==> src/design/magnetometer_trim_compensation_core_assert.svh <==
// assertion macros for the magnetometer trim compensation core
`ifndef MAGNETOMETER_TRIM_COMPENSATION_CORE_ASSERT_SVH
`define MAGNETOMETER_TRIM_COMPENSATION_CORE_ASSERT_SVH
`ifndef SYNTH
`define MTC_ASSERT_IMP(lbl, ante, cons, msg) \
  lbl: assert property (@(posedge clk) disable iff (!rst_n) (ante) |-> (cons)) \
    else $error(msg);
`define MTC_ASSERT_NXT(lbl, ante, cons, msg) \
  lbl: assert property (@(posedge clk) disable iff (!rst_n) (ante) |=> (cons)) \
    else $error(msg);
`else
`define MTC_ASSERT_IMP(lbl, ante, cons, msg)
`define MTC_ASSERT_NXT(lbl, ante, cons, msg)
`endif
`endif

==> src/design/mtc_pkg.sv <==
// shared types and constants of the magnetometer trim compensation core
`timescale 1ns / 1ps
package mtc_pkg;
  localparam int RAW_XY_W   = 13;
  localparam int RAW_Z_W    = 15;
  localparam int HALL_W     = 14;
  localparam int OUT_W      = 21;
  localparam int FLAG_W     = 3;
  localparam int REG_W      = 16;
  localparam int NUM_REGS   = 8;
  localparam int REG_IDX_W  = 3;
  localparam int CFG_ADDR_W = 5;
  localparam int CFG_DATA_W = 32;
  localparam int H2_W       = 28;
  localparam int ZDEN_W     = 31;

  typedef logic [REG_W-1:0] cfg_reg_t;

  typedef enum logic [REG_IDX_W-1:0] {
    REG_XY_OFFSETS,
    REG_XY_GAINS,
    REG_XY_CURVATURE,
    REG_HALL_REFERENCE,
    REG_Z_HALL_SLOPE,
    REG_Z_DIVISOR_BASE,
    REG_Z_HALL_OFFSET_GAIN,
    REG_Z_OFFSET
  } reg_idx_t;

  localparam logic signed [RAW_XY_W-1:0] XY_OVF_CODE = 13'sh1000;
  localparam logic signed [RAW_Z_W-1:0]  Z_OVF_CODE  = 15'sh4000;
  localparam logic signed [OUT_W-1:0]    OUT_MAX     = 21'sh0FFFFF;
  localparam logic signed [OUT_W-1:0]    OUT_MIN     = 21'sh100000;
  localparam logic signed [10:0]         GAIN_BIAS   = 11'sd160;

  typedef struct packed {
    logic neg;
    logic zero;
  } mtc_side_t;
endpackage

==> src/design/mtc_div.sv <==
// pipelined restoring divider, one quotient bit per stage, with overflow detect
`timescale 1ns / 1ps
module mtc_div #(
  parameter int DW = 47,
  parameter int VW = 28,
  parameter int QW = 21
) (
  input  logic               clk,
  input  logic               en,
  input  logic [DW-1:0]      dvd,
  input  logic [VW-1:0]      dvs,
  input  mtc_pkg::mtc_side_t side_in,
  output logic [QW-1:0]      quo,
  output logic               sat,
  output mtc_pkg::mtc_side_t side_out
);
  import mtc_pkg::*;

  localparam int HW = DW - QW;
  localparam int CW = (HW > VW) ? HW : VW;

  logic [CW-1:0] hi_ext;
  logic [CW-1:0] dvs_ext;
  logic [VW-1:0] rem_r  [0:QW-1];
  logic [VW-1:0] dvs_r  [0:QW-1];
  logic [QW-1:0] lq_r   [0:QW];
  logic          sat_r  [0:QW];
  mtc_side_t     side_r [0:QW];
  logic [VW:0]   trial  [1:QW];
  logic [VW:0]   diff   [1:QW];
  logic [QW:1]   take;

  assign hi_ext  = CW'(dvd[DW-1:QW]);
  assign dvs_ext = CW'(dvs);

  always_comb begin
    for (int k = 1; k <= QW; k++) begin
      trial[k] = {rem_r[k-1], lq_r[k-1][QW-1]};
      diff[k]  = trial[k] - {1'b0, dvs_r[k-1]};
      take[k]  = ~diff[k][VW];
    end
  end

  always_ff @(posedge clk) begin
    if (en) begin
      // quotient fits in QW bits only when the high part is below the divisor
      rem_r[0]  <= hi_ext[VW-1:0];
      dvs_r[0]  <= dvs;
      lq_r[0]   <= dvd[QW-1:0];
      sat_r[0]  <= (hi_ext >= dvs_ext);
      side_r[0] <= side_in;
      for (int k = 1; k <= QW; k++) begin
        if (k < QW) begin
          rem_r[k] <= take[k] ? diff[k][VW-1:0] : trial[k][VW-1:0];
          dvs_r[k] <= dvs_r[k-1];
        end
        lq_r[k]   <= {lq_r[k-1][QW-2:0], take[k]};
        sat_r[k]  <= sat_r[k-1];
        side_r[k] <= side_r[k-1];
      end
    end
  end

  assign quo      = lq_r[QW];
  assign sat      = sat_r[QW];
  assign side_out = side_r[QW];
endmodule

==> config.mk <==
export PLATFORM = sky130hd
export DESIGN_NAME = mtc_div
export DESIGN_NICKNAME = d
export VERILOG_FILES = /design/src/design/magnetometer_trim_compensation_core_assert.svh /design/src/design/mtc_pkg.sv /design/src/design/mtc_div.sv
export SDC_FILE = /design/constraint.sdc
export NUM_CORES = 2
export LEC_CHECK = 0
export BUFFER_PORTS_ARGS = -buffer_cell sky130_fd_sc_hd__buf_4
export CAP_MARGIN = 25
export CORE_ASPECT_RATIO = 0.9
export CORE_UTILIZATION = 55
export CTS_CLUSTER_SIZE = 25
export DETAILED_ROUTE_END_ITERATION = 6
export GPL_ROUTABILITY_DRIVEN = 0
export PLACE_DENSITY = 0.84
export SETUP_SLACK_MARGIN = 0.4
export SLEW_MARGIN = 10
export SYNTH_ARGS = -nofsm -noshare
export SYNTH_HDL_FRONTEND = slang
export SYNTH_SLANG_ARGS = --single-unit
==> constraint.sdc <==
create_clock -name clk -period 3.8 [get_ports clk]
set_input_delay 0.57 -clock clk [delete_from_list [all_inputs] [get_ports clk]]
set_output_delay 0.57 -clock clk [all_outputs]
set_load 0.02 [all_outputs]
[After elaboration in Yosys (flattened, before gate mapping)]
Memory sizes are Yosys's and may differ from the RTL's.
Cells that the tools add are included.
Storage, ports and cells
  input port bits: 79
  flip-flop bits (word level): 0
  memories kept: 5
  word-level logic and storage cells: 70
  memory bits (writable): 1704
  output and inout bits: 24
Cells by class
  magnitude comparators: 1
  bitwise gates (word level): 21
  muxes and demuxes: 22
  $add $sub $neg: 21
Memory list
  dvs_r: words 21, width 28, rd ports 21, clocked after Yosys merged registers in 0, write ports 21, line mtc_div.sv:25  | logic [VW-1:0] dvs_r [0:QW-1];
  rem_r: words 21, width 28, rd ports 21, clocked after Yosys merged registers in 0, write ports 21, line mtc_div.sv:24  | logic [VW-1:0] rem_r [0:QW-1];
  lq_r: words 22, width 21, rd ports 22, clocked after Yosys merged registers in 0, write ports 22, line mtc_div.sv:26  | logic [QW-1:0] lq_r [0:QW];
  side_r: words 22, width 2, rd ports 22, clocked after Yosys merged registers in 0, write ports 22, line mtc_div.sv:28  | mtc_side_t side_r [0:QW];
  sat_r: words 22, width 1, rd ports 22, clocked after Yosys merged registers in 0, write ports 22, line mtc_div.sv:27  | logic sat_r [0:QW];
Operators by type and width (count)
  $sub A29 B28 Y29: 21
  $mux W28: 20
  $ge A26 B28 Y1: 1
  $not A1 Y1: 21
  $mux W1: 2

[Logic depth before layout (Yosys ltp)]
An unclocked memory read counts as a cell.
  depth after elaboration: 3
  mapped depth: 17
  gate-level depth less buffers: 15

[Worst setup path before layout]
Ideal clock, no wire load.
  path kind: register to register
  from: memory lq_r[6][20] (netlist: lq_r[3][20])
  to: memory rem_r[7][20] (netlist: rem_r[0][216]) (data pin)
  data arrival time: 3589 ps
  data required time: 3538 ps
  stages on the path, launching flop included: 18
  clock period less this slack: 3851 ps
  slack: -51 ps
  path buffers: 2
  path through: edfxtp_1 > inv_1 > ha_1 > inv_1 > fa_1 > a21o_1 > a21o_1 > a21o_1 > o41a_1 > a311o_1 > o311a_1 > nor2_1 > a211o_2 > o31ai_2 > xnor2_2 > buf_4 > buf_6 > mux2_1
RTL lines (line)
  start: declaration: mtc_div.sv:26
  end: declaration: mtc_div.sv:24

==> impl_metrics.tcl <==
set metrics [dict create \
    path_cells "inv_2 -> ha_4 -> inv_2 -> fa_2 -> a21o_1 -> a21o_1 -> a2111oi_4 -> or4_1 -> o211ai_1 -> o41ai_2 -> o21a_2 -> o21ai_2 -> a21oi_4 -> xnor2_4 -> buf_12 -> buf_12 -> buf_16 -> mux2_4" \
    drc 2 \
    p_per_area_mw_per_mm2 964 \
    design_area_sq_mm 0.107 \
    yosys-mux-area-fraction 0.0596 \
    synth-edff-count 1702 \
    dpl.hpwl_mm 106 \
    p_leak_nw 44.9 \
    cp.arrival_ns 4.76 \
    clk_pin_slew_ns 0.07 \
    antenna_left 0 \
    cp-endpoint "rem_r[1][123]$_DFFE_PP_" \
    fin_worst_hold_slack_ns 0.186 \
    drt-pass1-iter-count 7 \
    post-route-min-period_ns 4.18 \
    clk_latency_ns 0.84 \
    grt_max_degree 153 \
    drive_gt1_frac 0.224 \
    synthCells 6812 \
    synth_fp_nets 7523 \
    max_slew_margin 0.382 \
    grt-ovfl-total 0 \
    cp_slowest_stage_delay_ns 0.40 \
    grt_pass1_wl_mm 282 \
    setup_viol 285 \
    placed_area_sq_mm 0.0935 \
    crit_start "lq_r[5][41]$_DFFE_PP_" \
    synth-xor-area-share 0.0494 \
    synth_top_family_by_area "compound AO/OA/AOI/OAI gates" \
    viasPerCell 5.78 \
    die_y_um 380 \
    cts-root-buf "clkbuf_16" \
    grt_usage 0.214 \
    start_kind "flop" \
    row_count 138 \
    post-synth-top-area-fraction 0.584 \
    wl_mm 189 \
    antenna_found_initial 1 \
    cts_buffers 173 \
    area_delta_synth_final_pct 22.2 \
    start_util 0.555 \
    die_width_um 422 \
    hold_violations 0 \
    worstMarginPinSlew_ns 0.904 \
    synthArstFlopShare 0 \
    fin_nets 8335 \
    yosysMostFrequentCell "edfxtp_1" \
    fillCellCount 9554 \
    utilization 0.679 \
    drv_cap 0 \
    rsz0062_at_grt "true" \
    io_buffers 102 \
    fp.dieArea_sq_mm 0.161 \
    placed_cells_incl_taps 9127 \
    core_area_sq_mm 0.157 \
    regToRegSetupSlack_ns -0.38 \
    vias 57000 \
    cts_buffer_depth 3 \
    hold_class "in2reg" \
    timing.fmax_mhz 239 \
    slowest_stage "a2111oi_4" \
    yosysSeqAreaShare 0.584 \
    p_total_mw 103 \
    rr_startpoint "lq_r[5][41]$_DFFE_PP_" \
    ff_latch_area_sq_mm 0.0511 \
    rr_endpoint "rem_r[1][123]$_DFFE_PP_" \
    synth-simple-area-share 0.0561 \
    yosysWarnings 0 \
    yosys.area.top_type "edfxtp_1" \
    syn_area_per_cell_sq_um 12.8 \
    clock_sinks 1702 \
    ys_seq_elements 1702 \
    synth_area_leaders "edfxtp_1 58%, ha_1 8.8%, mux2_2 4.7%" \
    grt_pass1_vias 58800 \
    first_iter_violations 4169 \
    finalCritPeriodShare 1.10 \
    synth_area_sq_mm 0.0875 \
    synth_cell_types 90 \
    multiInputGateArea_sq_mm 0.0361 \
    h-tree-depth 4 \
    fin_cells 9873 \
    detail_route.wl_per_cell_um 19.1 \
    violations "design-rule violations, negative setup slack" \
    critPathKind "reg2reg" \
    pin_count 103 \
    critPathCaptureType "flop" \
    synth_compound_area_frac 0.117 \
    cts_tree "built" \
    vdd_drop_max_mv 0.611 \
    status "finished, violations left" \
    synthAdderAreaFrac 0.0921 \
    final.setup_skew_ns 0.0453 \
    rr_worst_depth 18 \
    crit_fanout 6 \
    ys_top_cells_by_count "1702 x edfxtp_1, 782 x inv_1, 612 x ha_1" \
    setup_slack_ns -0.381 \
    finalMaxSlewViolations 0 \
    synth_top_flop_cell "edfxtp_1" \
    critPathRequiredTime_ns 4.38 \
]
-- critical path, delay by kind of cell (launching register included) --
kind | cells | cell delay [ns]
AND/OR/NAND/NOR | 1 | 0.19
buffers and inverters | 5 | 0.53
XOR/XNOR | 1 | 0.17
flip-flops | 1 | 0.38
adder cells (fa/ha/maj) | 2 | 0.48
AO/OA/AOI/OAI | 8 | 1.86
multiplexers | 1 | 0.30
-- layout make-up --
class | instances | share of cell area
Sequential cell | 1702 | 0.478
Multi-Input combinational cell | 4204 | 0.338
Timing Repair Buffer | 761 | 0.0771
Clock buffer | 203 | 0.0416
Inverter | 782 | 0.0275
Tap cell | 2100 | 0.0246
Clock inverter | 119 | 0.0133
Antenna cell | 2 | 0.0000468
-- flip-flops by register name, indices dropped and copies added, names as in the netlist --
register	count
sat_r	22
rem_r	586
side_r	44
dvs_r	588
lq_r	462
-- through the flow --
step           worst slack (ns)  setup TNS, ns
2_1_floorplan          -0.00496       -0.00496
3_5_place_dp             -0.325         -54.36
3_3_place_gp             -0.275         -24.91
5_1_grt                  -0.466         -90.78
4_1_cts                  -0.298         -30.70
6_report                 -0.381         -46.76
-- logic make-up (layout without fill, tap and decap cells) --
family / Yosys count / count (layout)
adders and majority gates: 632 / 632
and+or+nand+nor: 1038 / 1038
buffers and inverters: 906 / 1865
DFF: 1702 / 1702
xor gates and xnor gates: 492 / 492
other: 0 / 2
muxes: 449 / 449
AOI/OAI and AO/OA: 1593 / 1593
-- cells in the final DEF, fill, tap and decap left out, types with 87 or more instances in the layout --
| cell type | count |
|---|---|
| inv_1 | 745 |
| a21oi_1 | 439 |
| ha_1 | 589 |
| xnor2_1 | 322 |
| clkbuf_16 | 191 |
| mux2_4 | 408 |
| nor2_1 | 261 |
| o21ai_0 | 264 |
| edfxtp_1 | 1702 |
| buf_6 | 87 |
| xor2_1 | 152 |
| nand2_1 | 290 |
| buf_4 | 458 |
| a21o_1 | 269 |
-- per-layer routing --
metal	global-route usage	vias to the layer above	part of all wire
li1	-	26700	-
met3	0.0318	761	0.040
met4	0.121	0	0.067
met1	0.207	27600	0.34
met2	0.423	2014	0.55
met5	0	-	0
-- report_power, final --
| group | switching, mW | total, mW | internal [mW] |
|---|---|---|---|
| Clock | 7.53 | 17.5 | 9.94 |
| Combinational | 25.6 | 55.8 | 30.2 |
| Sequential | 2.48 | 29.8 | 27.3 |
| Total | 35.6 | 103 | 67.4 |
-- worst min path at each step --
stage | from | to | slack [ns] | cells past startpoint
6_report | en | dvs_r[0][26]$_DFFE_PP_ | 0.19 | 1
5_1_grt | en | dvs_r[0][26]$_DFFE_PP_ | 0.19 | 1
4_1_cts | en | dvs_r[0][26]$_DFFE_PP_ | 0.18 | 1
3_5_place_dp | lq_r[0][12]$_DFFE_PP_ | lq_r[0][34]$_DFFE_PP_ | 0.40 | 0
3_3_place_gp | side_r[13][0]$_DFFE_PP_ | side_r[14][0]$_DFFE_PP_ | 0.40 | 0
2_1_floorplan | lq_r[0][0]$_DFFE_PP_ | lq_r[0][22]$_DFFE_PP_ | 0.40 | 0
-- repair_timing --
action,4_1_cts,5_1_grt
pin swaps,98,172
hold endpoints to repair,77,0
setup buffers,198,89
cloned,39,19
resized for setup,308,439
endpoints found under the setup margin,578,580
hold buffers,77,0
(Power assumes the default switching activity.)
